[src/rtl/core/slrg_pkg.sv]
// ============================================================================
// slrg_pkg
// Shared constants, types and arithmetic helpers for the subtractive lagged
// random generator.
// ============================================================================
package slrg_pkg;

    localparam int VAL_W  = 30;
    localparam int SEED_W = 28;
    localparam int PTR_W  = 6;

    localparam int TABLE_LEN   = 55;
    localparam int FILL_STRIDE = 21;
    localparam int WARM_OFFSET = 30;
    localparam int WARM_PASSES = 4;
    localparam int PASS_W      = $clog2(WARM_PASSES);

    localparam logic [VAL_W-1:0] MODULUS   = 30'd1000000000;
    localparam logic [VAL_W-1:0] SEED_BASE = 30'd161803398;

    // Datapath controls issued by the sequencer.
    typedef struct packed {
        logic fill_load;   // start the seeding chain from the clamped seed
        logic fill_step;   // advance the seeding chain, write data is its value
        logic cap_a;       // capture the first operand from the table
        logic out_load;    // load the difference into the output register
    } t_dp_ctrl;

    // (a - b) mod MODULUS for a and b below MODULUS.
    function automatic logic [VAL_W-1:0] mod_sub(input logic [VAL_W-1:0] a,
                                                 input logic [VAL_W-1:0] b);
        logic [VAL_W:0] t;
        t = {1'b0, a} - {1'b0, b};
        if (t[VAL_W]) begin
            return t[VAL_W-1:0] + MODULUS;
        end
        return t[VAL_W-1:0];
    endfunction

    function automatic logic [PTR_W-1:0] ring_next(input logic [PTR_W-1:0] p);
        return (p >= PTR_W'(TABLE_LEN - 1)) ? '0 : p + 1'b1;
    endfunction

endpackage

[src/rtl/core/slrg_ram.sv]
// ============================================================================
// slrg_ram
// Generic simple dual-port RAM: one write port, one read port with a
// registered read that holds its data while no read is issued.
// ============================================================================
module slrg_ram #(
    parameter int WIDTH = 8,
    parameter int DEPTH = 16
) (
    input  logic                     i_clk,
    input  logic                     i_we,
    input  logic [$clog2(DEPTH)-1:0] i_waddr,
    input  logic [WIDTH-1:0]         i_wdata,
    input  logic                     i_re,
    input  logic [$clog2(DEPTH)-1:0] i_raddr,
    output logic [WIDTH-1:0]         o_rdata
);

    logic [WIDTH-1:0] r_mem [DEPTH];
    logic [WIDTH-1:0] r_rdata;

    always_ff @(posedge i_clk) begin
        if (i_we) begin
            r_mem[i_waddr] <= i_wdata;
        end
        if (i_re) begin
            r_rdata <= r_mem[i_raddr];
        end
    end

    assign o_rdata = r_rdata;

endmodule

[src/rtl/core/slrg_diff.sv]
// ============================================================================
// slrg_diff
// Datapath: the seeding chain, the first-operand register, the shared
// modular subtractor and the output data register.
// ============================================================================
module slrg_diff (
    input  logic                           i_clk,
    input  slrg_pkg::t_dp_ctrl             i_dp,
    input  logic [slrg_pkg::SEED_W-1:0]    i_seed,
    input  logic [slrg_pkg::VAL_W-1:0]     i_rdata,
    output logic [slrg_pkg::VAL_W-1:0]     o_wdata,
    output logic [slrg_pkg::VAL_W-1:0]     o_out_data
);
    import slrg_pkg::*;

    logic [VAL_W-1:0] r_fcur;
    logic [VAL_W-1:0] r_fprev;
    logic [VAL_W-1:0] r_a;
    logic [VAL_W-1:0] r_out;
    logic [VAL_W-1:0] seed_ext;
    logic [VAL_W-1:0] fill_base;
    logic [VAL_W-1:0] op_a;
    logic [VAL_W-1:0] op_b;
    logic [VAL_W-1:0] diff;

    // Seeds above the base constant are clamped, which makes the start zero.
    assign seed_ext  = VAL_W'(i_seed);
    assign fill_base = (seed_ext > SEED_BASE) ? '0 : SEED_BASE - seed_ext;

    assign op_a = i_dp.fill_step ? r_fprev : r_a;
    assign op_b = i_dp.fill_step ? r_fcur  : i_rdata;
    assign diff = mod_sub(op_a, op_b);

    always_ff @(posedge i_clk) begin
        if (i_dp.fill_load) begin
            r_fprev <= fill_base;
            r_fcur  <= VAL_W'(1);
        end else if (i_dp.fill_step) begin
            r_fprev <= r_fcur;
            r_fcur  <= diff;
        end
        if (i_dp.cap_a) begin
            r_a <= i_rdata;
        end
        if (i_dp.out_load) begin
            r_out <= diff;
        end
    end

    assign o_wdata    = i_dp.fill_step ? r_fcur : diff;
    assign o_out_data = r_out;

endmodule

[src/rtl/core/slrg_seq.sv]
// ============================================================================
// slrg_seq
// Sequencer: seeding fill, warm-up passes and draws over the lag table,
// with the ring pointers and the output valid flag.
// ============================================================================
module slrg_seq (
    input  logic                        i_clk,
    input  logic                        i_rst_n,
    input  logic                        i_in_valid,
    input  logic                        i_in_draw,
    output logic                        o_in_ready,
    input  logic                        i_out_ready,
    output logic                        o_out_valid,
    output slrg_pkg::t_dp_ctrl          o_dp,
    output logic                        o_we,
    output logic [slrg_pkg::PTR_W-1:0]  o_waddr,
    output logic                        o_re,
    output logic [slrg_pkg::PTR_W-1:0]  o_raddr
);
    import slrg_pkg::*;

    typedef enum logic [2:0] {S_IDLE, S_FILL, S_RA, S_RB, S_WR} t_state;

    t_state             r_state, n_state;
    logic               r_seeded, n_seeded;
    logic [PTR_W-1:0]   r_lead, n_lead;
    logic [PTR_W-1:0]   r_trail, n_trail;
    logic [PTR_W-1:0]   r_wi, n_wi;
    logic [PASS_W-1:0]  r_pass, n_pass;
    logic [PTR_W-1:0]   r_fidx, n_fidx;
    logic [PTR_W-1:0]   r_fcnt, n_fcnt;
    logic               r_op_draw, n_op_draw;
    logic               r_out_valid, n_out_valid;

    logic               can_finish;
    logic               accept;
    logic [PTR_W-1:0]   lead_nx;
    logic [PTR_W-1:0]   trail_nx;
    logic [PTR_W-1:0]   warm_partner;
    logic [PTR_W:0]     fill_sum;

    assign can_finish = !r_out_valid || i_out_ready;
    assign lead_nx    = ring_next(r_lead);
    assign trail_nx   = ring_next(r_trail);
    assign warm_partner = (r_wi < PTR_W'(TABLE_LEN - WARM_OFFSET))
                        ? r_wi + PTR_W'(WARM_OFFSET)
                        : r_wi - PTR_W'(TABLE_LEN - WARM_OFFSET);
    assign fill_sum   = {1'b0, r_fidx} + (PTR_W+1)'(FILL_STRIDE);

    assign o_in_ready = (r_state == S_IDLE) || (r_state == S_WR && r_op_draw && can_finish);
    assign accept     = i_in_valid && o_in_ready;

    always_comb begin
        n_state     = r_state;
        n_seeded    = r_seeded;
        n_lead      = r_lead;
        n_trail     = r_trail;
        n_wi        = r_wi;
        n_pass      = r_pass;
        n_fidx      = r_fidx;
        n_fcnt      = r_fcnt;
        n_op_draw   = r_op_draw;
        n_out_valid = r_out_valid && !i_out_ready;
        o_dp        = '0;
        o_we        = 1'b0;
        o_waddr     = '0;
        o_re        = 1'b0;
        o_raddr     = '0;

        case (r_state)
            S_IDLE: begin
                if (accept && i_in_draw) begin
                    if (r_seeded) begin
                        n_lead    = lead_nx;
                        n_trail   = trail_nx;
                        o_re      = 1'b1;
                        o_raddr   = lead_nx;
                        n_op_draw = 1'b1;
                        n_state   = S_RB;
                    end else begin
                        o_dp.fill_load = 1'b1;
                        n_fidx  = PTR_W'(FILL_STRIDE);
                        n_fcnt  = PTR_W'(1);
                        n_state = S_FILL;
                    end
                end
            end
            S_FILL: begin
                // The fill walks all entries in stride order, so no reads occur.
                o_we           = 1'b1;
                o_waddr        = r_fidx;
                o_dp.fill_step = 1'b1;
                n_fidx = (fill_sum >= (PTR_W+1)'(TABLE_LEN))
                       ? PTR_W'(fill_sum - (PTR_W+1)'(TABLE_LEN))
                       : fill_sum[PTR_W-1:0];
                n_fcnt = r_fcnt + 1'b1;
                if (r_fcnt == PTR_W'(TABLE_LEN)) begin
                    n_wi    = '0;
                    n_pass  = '0;
                    n_state = S_RA;
                end
            end
            S_RA: begin
                o_re      = 1'b1;
                o_raddr   = r_wi;
                n_op_draw = 1'b0;
                n_state   = S_RB;
            end
            S_RB: begin
                o_dp.cap_a = 1'b1;
                o_re       = 1'b1;
                o_raddr    = r_op_draw ? r_trail : warm_partner;
                n_state    = S_WR;
            end
            S_WR: begin
                if (!r_op_draw) begin
                    o_we    = 1'b1;
                    o_waddr = r_wi;
                    if (r_wi == PTR_W'(TABLE_LEN - 1)) begin
                        n_wi = '0;
                        if (r_pass == PASS_W'(WARM_PASSES - 1)) begin
                            // Warm-up done: continue with the draw that started seeding.
                            n_seeded  = 1'b1;
                            n_lead    = lead_nx;
                            n_trail   = trail_nx;
                            o_re      = 1'b1;
                            o_raddr   = lead_nx;
                            n_op_draw = 1'b1;
                        end else begin
                            n_pass  = r_pass + 1'b1;
                            o_re    = 1'b1;
                            o_raddr = '0;
                        end
                    end else begin
                        n_wi    = r_wi + 1'b1;
                        o_re    = 1'b1;
                        o_raddr = r_wi + 1'b1;
                    end
                    n_state = S_RB;
                end else if (can_finish) begin
                    o_we          = 1'b1;
                    o_waddr       = r_lead;
                    o_dp.out_load = 1'b1;
                    n_out_valid   = 1'b1;
                    if (accept && i_in_draw) begin
                        n_lead  = lead_nx;
                        n_trail = trail_nx;
                        o_re    = 1'b1;
                        o_raddr = lead_nx;
                        n_state = S_RB;
                    end else begin
                        n_state = S_IDLE;
                    end
                end
            end
            default: begin
                n_state = S_IDLE;
            end
        endcase
    end

    always_ff @(posedge i_clk) begin
        if (!i_rst_n) begin
            r_state     <= S_IDLE;
            r_seeded    <= 1'b0;
            r_lead      <= PTR_W'(TABLE_LEN - 1);
            r_trail     <= PTR_W'(WARM_OFFSET);
            r_wi        <= '0;
            r_pass      <= '0;
            r_fidx      <= '0;
            r_fcnt      <= '0;
            r_op_draw   <= 1'b0;
            r_out_valid <= 1'b0;
        end else begin
            r_state     <= n_state;
            r_seeded    <= n_seeded;
            r_lead      <= n_lead;
            r_trail     <= n_trail;
            r_wi        <= n_wi;
            r_pass      <= n_pass;
            r_fidx      <= n_fidx;
            r_fcnt      <= n_fcnt;
            r_op_draw   <= n_op_draw;
            r_out_valid <= n_out_valid;
        end
    end

    assign o_out_valid = r_out_valid;

endmodule

[src/rtl/core/subtractive_lagged_random_generator.sv]
// ============================================================================
// subtractive_lagged_random_generator
// Subtractive lagged generator over a 55-entry table of residues modulo one
// billion, held in one simple dual-port RAM.
// ============================================================================
// Usage:
// Each word on the slave stream with bit 0 of tdata set asks for one number;
// a word with bit 0 clear is taken and ignored. Every request gives one
// word on the master stream, a value below one billion in tdata bits 29:0.
// The seed magnitude is written on the configuration channel, which is
// always ready; it is sampled only by the first request after reset.
// That first request seeds the table: a fill of all 55 entries, one read and
// 220 warm-up updates, before its own draw. A later request may be taken
// while the previous result is written, and the single read port fetches
// two table entries per result. Reset returns the ring pointers to their
// start values and clears the seeded state; the table itself is rewritten
// by the next seeding. When the receiver stalls, the result holds in the
// output register, one more request may be taken, and its table update
// waits until the output register frees up.
// ============================================================================
module subtractive_lagged_random_generator (
    input  logic                        i_clk,
    input  logic                        i_rst_n,
    input  logic                        s_axis_tvalid,
    output logic                        s_axis_tready,
    input  logic [7:0]                  s_axis_tdata,   // [0] draw_request
    output logic                        m_axis_tvalid,
    input  logic                        m_axis_tready,
    output logic [31:0]                 m_axis_tdata,   // [29:0] random_value
    input  logic                        i_cfg_valid,
    output logic                        o_cfg_ready,
    input  logic [slrg_pkg::SEED_W-1:0] i_cfg_data
);
    import slrg_pkg::*;

    logic [SEED_W-1:0] r_seed;
    t_dp_ctrl          dp;
    logic              we;
    logic              re;
    logic [PTR_W-1:0]  waddr;
    logic [PTR_W-1:0]  raddr;
    logic [VAL_W-1:0]  wdata;
    logic [VAL_W-1:0]  rdata;
    logic [VAL_W-1:0]  out_data;

    assign o_cfg_ready = 1'b1;

    always_ff @(posedge i_clk) begin
        if (!i_rst_n) begin
            r_seed <= '0;
        end else if (i_cfg_valid) begin
            r_seed <= i_cfg_data;
        end
    end

    slrg_seq u_seq (
        .i_clk       (i_clk),
        .i_rst_n     (i_rst_n),
        .i_in_valid  (s_axis_tvalid),
        .i_in_draw   (s_axis_tdata[0]),
        .o_in_ready  (s_axis_tready),
        .i_out_ready (m_axis_tready),
        .o_out_valid (m_axis_tvalid),
        .o_dp        (dp),
        .o_we        (we),
        .o_waddr     (waddr),
        .o_re        (re),
        .o_raddr     (raddr)
    );

    slrg_diff u_diff (
        .i_clk      (i_clk),
        .i_dp       (dp),
        .i_seed     (r_seed),
        .i_rdata    (rdata),
        .o_wdata    (wdata),
        .o_out_data (out_data)
    );

    slrg_ram #(
        .WIDTH (VAL_W),
        .DEPTH (TABLE_LEN)
    ) u_table (
        .i_clk   (i_clk),
        .i_we    (we),
        .i_waddr (waddr),
        .i_wdata (wdata),
        .i_re    (re),
        .i_raddr (raddr),
        .o_rdata (rdata)
    );

    assign m_axis_tdata = {2'b00, out_data};

endmodule

[config.mk]
export PLATFORM = sky130hd
export DESIGN_NAME = subtractive_lagged_random_generator
export DESIGN_NICKNAME = d
export VERILOG_FILES = /design/src/rtl/core/slrg_pkg.sv /design/src/rtl/core/slrg_ram.sv /design/src/rtl/core/slrg_diff.sv /design/src/rtl/core/slrg_seq.sv /design/src/rtl/core/subtractive_lagged_random_generator.sv
export SDC_FILE = /design/constraint.sdc
export NUM_CORES = 2
export LEC_CHECK = 0
export ABC_AREA = 0
export BUFFER_PORTS_ARGS = -buffer_cell sky130_fd_sc_hd__buf_4
export CORE_MARGIN = 2
export CORE_UTILIZATION = 30
export DETAILED_ROUTE_END_ITERATION = 10
export PLACE_DENSITY = 0.42
export SYNTH_ARGS = -nofsm -noshare
export SYNTH_HDL_FRONTEND = slang
export SYNTH_SLANG_ARGS = --single-unit
export TNS_END_PERCENT = 10
[constraint.sdc]
create_clock -name i_clk -period 9.1 [get_ports i_clk]
set_input_delay 0 -clock i_clk [delete_from_list [all_inputs] [get_ports i_clk]]
set_output_delay 0 -clock i_clk [all_outputs]
set_load 0.05 [all_outputs]
==> results.json <==
{
  "synth.ff_latch_count": 1866,
  "filler_cell_count": 24770,
  "max_slew.worst_pin.slew_ps": 1285,
  "totalWireLength_um": 250800,
  "path_delay_family": "compound AO/OA/AOI/OAI gates",
  "power.density_nw_per_um2": 314.2,
  "grt_pass1_vias": 47830,
  "final_core_utilization": 0.3506,
  "routed_wire_length_per_instance_um": 26.09,
  "ctsHtreeMaxLevel": 4,
  "worst_hold_check_path_type": "in2reg",
  "outcome": "finished, final reports clean",
  "post_cts_buffers": 0,
  "yosysWarnings": 0,
  "worstPathMaxFanout": 49,
  "via_per_inst": 5.121,
  "globalRouteOverflowTotal": 0,
  "async_reset_ff_frac": 0,
  "clock_tree_from_tritoncts": "yes",
  "numCtsBuffers": 204,
  "layout_min_cycle_time_ps": 7224,
  "final-setup-viol-count": 0,
  "final_nets": 6131,
  "number_of_antenna_violations_at_the_first_check_in_global_routing": 9,
  "ir_drop_worst_vdd_mv": 0.2862,
  "die_y_um": 511.0,
  "synthFlopType": "sky130_fd_sc_hd__edfxtp_1",
  "tightest_slew_margin_relative_to_the_limit": 0.1377,
  "worst-endpoint-arrival_ps": 7900,
  "drc": 0,
  "yosysUniqueCellTypes": 92,
  "synth_enable_flop_cells": 1770,
  "place.port_buffers": 65,
  "critical_path_buf_inv_count": 3,
  "unrepaired_setup_endpoints_after_global_routing": "no",
  "timing_max_transition_violations_final": 0,
  "firstDrtPassIters": 7,
  "largest_net_degree_at_the_start_of_global_routing": 148,
  "hpwlAfterDp_um": 139100,
  "number_of_vias_after_detailed_routing": 49210,
  "post-route-period-util": 0.7939,
  "grtUsageTotal": 0.1877,
  "clkLatencyLatePin_ps": 890,
  "rows": 186,
  "max_freq_ghz": 0.1384,
  "postRouteAntennaNets": 0,
  "hold_viol_final": 0,
  "synthesis.instances": 5867,
  "worstSetupStartpointType": "flop",
  "drv_cap": 0,
  "areaGrowthSynthToFinish_pct": 16.50,
  "path_cells": "or3_4, buf_4, a21boi_0, ha_1, a21oi_1, o211ai_1, a21boi_0, xor2_1, inv_1, ha_1, o2111a_1, or3_1, a211oi_1, o211ai_1, xnor2_1, a21oi_4, buf_4",
  "mappedNetlistArea_um2": 77110,
  "die_area_um2": 261100,
  "clkTransAtPathRegs_ps": 60,
  "die-width_um": 511.0,
  "postSynthAreaPerCell_um2": 13.14,
  "share_of_final_layout_standard_cells_stronger_than_drive_strength_1": 0.1099,
  "start_util": 0.3009,
  "critPathKind": "reg2reg",
  "crit_path_max_incr_delay_ps": 1040,
  "seq_area_frac_synth": 0.7142,
  "leakage_power_summed_over_all_cells_nw": 29.99,
  "clock_skew_ps": 53.77,
  "max-clock-path-buffers": 3,
  "finalWeightedCongestion": 0.8205,
  "detail_route.iter0.violations": 4757,
  "boundaryPins": 76,
  "core_um2": 256200,
  "grt_first_pass_wirelength_um": 356600,
  "setup.worst_path.end_class": "flop",
  "cts_root_buffer": "sky130_fd_sc_hd__clkbuf_16",
  "critical_path_required_ps": 9770,
  "total_negative_slack_for_setup_checks_ps": 0,
  "cts_num_sinks": 1866,
  "cp_slowest_cell": "sky130_fd_sc_hd__a21oi_4"
}
[placed cells by master, fill, tap and decap left out, types with 120 or more instances in the layout]
master / synthesis / routed
sky130_fd_sc_hd__edfxtp_1: 1770 / 1770
sky130_fd_sc_hd__nand2_1: 1372 / 1361
sky130_fd_sc_hd__a21oi_1: 310 / 301
sky130_fd_sc_hd__nand3_1: 288 / 288
sky130_fd_sc_hd__buf_4: 7 / 215
sky130_fd_sc_hd__clkbuf_16: 0 / 204
sky130_fd_sc_hd__nor2_1: 239 / 171
sky130_fd_sc_hd__o21ai_0: 164 / 160
sky130_fd_sc_hd__and3_1: 123 / 123
sky130_fd_sc_hd__dlygate4sd3_1: 0 / 120
[synthesized netlist by cell type (30+ instances only)]
library cell / instances / area share
sky130_fd_sc_hd__dfxtp_1: 96 / 0.025
sky130_fd_sc_hd__inv_1: 45 / 0.0022
sky130_fd_sc_hd__buf_2: 129 / 0.0084
sky130_fd_sc_hd__o21a_1: 36 / 0.0035
sky130_fd_sc_hd__nand3_1: 288 / 0.019
sky130_fd_sc_hd__o31ai_1: 50 / 0.0049
sky130_fd_sc_hd__o21ai_1: 39 / 0.0025
sky130_fd_sc_hd__mux2i_1: 92 / 0.012
sky130_fd_sc_hd__nand2_1: 1372 / 0.067
sky130_fd_sc_hd__buf_1: 36 / 0.0018
sky130_fd_sc_hd__o21ai_0: 164 / 0.011
sky130_fd_sc_hd__and3_1: 123 / 0.010
sky130_fd_sc_hd__a21oi_1: 310 / 0.020
sky130_fd_sc_hd__xnor2_1: 46 / 0.0052
sky130_fd_sc_hd__ha_1: 46 / 0.0075
sky130_fd_sc_hd__a221oi_1: 31 / 0.0035
sky130_fd_sc_hd__clkbuf_1: 195 / 0.0095
sky130_fd_sc_hd__xor2_1: 34 / 0.0039
sky130_fd_sc_hd__nor2b_1: 44 / 0.0036
sky130_fd_sc_hd__a211oi_1: 79 / 0.0077
sky130_fd_sc_hd__o32a_1: 30 / 0.0039
sky130_fd_sc_hd__a31oi_1: 93 / 0.0075
sky130_fd_sc_hd__a311oi_1: 59 / 0.0067
sky130_fd_sc_hd__edfxtp_1: 1770 / 0.69
sky130_fd_sc_hd__nor2_1: 239 / 0.012
sky130_fd_sc_hd__mux4_2: 52 / 0.015
[final cells by class]
cell class              instances  area, um2  share of cell area
flip-flops and latches       1866      55070              0.6131
multi-input cells            3577      20930              0.2330
clock buffers                 269       5409             0.06021
well taps                    3384       4234             0.04713
repair buffers                349       3083             0.03432
clock inverters               108      905.9             0.01008
inverters                      45      168.9            0.001880
diodes                         13      32.53           0.0003621
[final timing paths]
check	startpoint	endpoint	slack (ps)	cells after the start
worst max-delay path	u_seq.r_state[2]	u_table.r_mem[44][29]	1880	17
worst max register to register	u_seq.r_state[2]	u_table.r_mem[44][29]	1880	17
worst min register to register	u_table.o_rdata[25]	u_diff.r_a[25]	450	0
worst min-delay path	i_rst_n	u_seq.r_trail[1]	200	3
[registers in the layout, indices dropped and copies added, names as in the netlist]
| signal | count |
|---|---|
| u_seq.r_fidx | 6 |
| u_seq.r_fcnt | 6 |
| u_table.r_mem | 1650 |
| u_diff.r_fcur | 30 |
| r_seed | 28 |
| u_diff.r_fprev | 30 |
| u_diff.o_out_data | 30 |
| u_seq.r_wi | 6 |
| u_seq.r_trail | 6 |
| u_seq.r_op_draw | 1 |
| u_seq.r_pass | 2 |
| u_seq.o_out_valid | 1 |
| u_seq.r_seeded | 1 |
| u_table.o_rdata | 30 |
| u_diff.r_a | 30 |
| u_seq.r_state | 3 |
| u_seq.r_lead | 6 |
[routing by layer]
layer | share of wire | routed length, um | vias up | GRT usage
met1 | 0.46 | 116000 | 25300 | 0.2656
met4 | 0.033 | 8150 | 0 | 0.06273
met5 | 0 | 0 | - | 0
met3 | 0.055 | 13720 | 292 | 0.03150
met2 | 0.45 | 112900 | 1320 | 0.2914
li1 | - | - | 22300 | -
[through the flow]
step	area (um2)	power, mW	setup slack, ps	cells	hold slack [ps]
finish	89830	28.22	1876	9611	197.6
global route	89800	29.31	1367	9599	196.8
CTS	89790	28.51	1830	9597	136.0
floorplan	77110	16.65	1257	5868	169.9
global placement	82280	20.41	1945	9100	264.9
detailed placement	82280	20.55	1901	9100	266.3
[timing repair]
item / 4_1_cts / 5_1_grt
resized for setup: 0 / 0
hold buffers: 120 / 0
hold endpoints to repair: 74 / 0
[logic make-up (layout without fill, tap and decap cells)]
logic type / count (synthesis) / in the layout / synth area share
xor gates and xnor gates: 81 / 81 / 0.009298
muxes: 148 / 148 / 0.02772
other: 2 / 16 / 0.00009740
adders and majority gates: 47 / 47 / 0.007724
AOI/OAI and AO/OA: 1103 / 1103 / 0.09463
DFF: 1866 / 1866 / 0.7142
buffers and inverters: 425 / 771 / 0.02439
and+or+nand+nor: 2195 / 2195 / 0.1219
[power breakdown]
group | total, mW | switching (mW) | internal, mW
Combinational | 7.25 | 5.97 | 1.28
Sequential | 13.1 | 0.146 | 12.9
Clock | 7.88 | 3.54 | 4.34
Total | 28.2 | 9.66 | 18.6
[worst register-to-register path, stage by stage (launching register included)]
cell                       delay (ps)
sky130_fd_sc_hd__dfxtp_1          660
sky130_fd_sc_hd__or3_4            610
sky130_fd_sc_hd__buf_4            640
sky130_fd_sc_hd__a21boi_0         220
sky130_fd_sc_hd__ha_1             390
sky130_fd_sc_hd__a21oi_1          380
sky130_fd_sc_hd__o211ai_1         220
sky130_fd_sc_hd__a21boi_0         280
sky130_fd_sc_hd__xor2_1           230
sky130_fd_sc_hd__inv_1             90
sky130_fd_sc_hd__ha_1             220
sky130_fd_sc_hd__o2111a_1         260
sky130_fd_sc_hd__or3_1            390
sky130_fd_sc_hd__a211oi_1         510
sky130_fd_sc_hd__o211ai_1         180
sky130_fd_sc_hd__xnor2_1          260
sky130_fd_sc_hd__a21oi_4         1040
sky130_fd_sc_hd__buf_4            410
No activity file was read; power rests on OpenSTA's default activity.
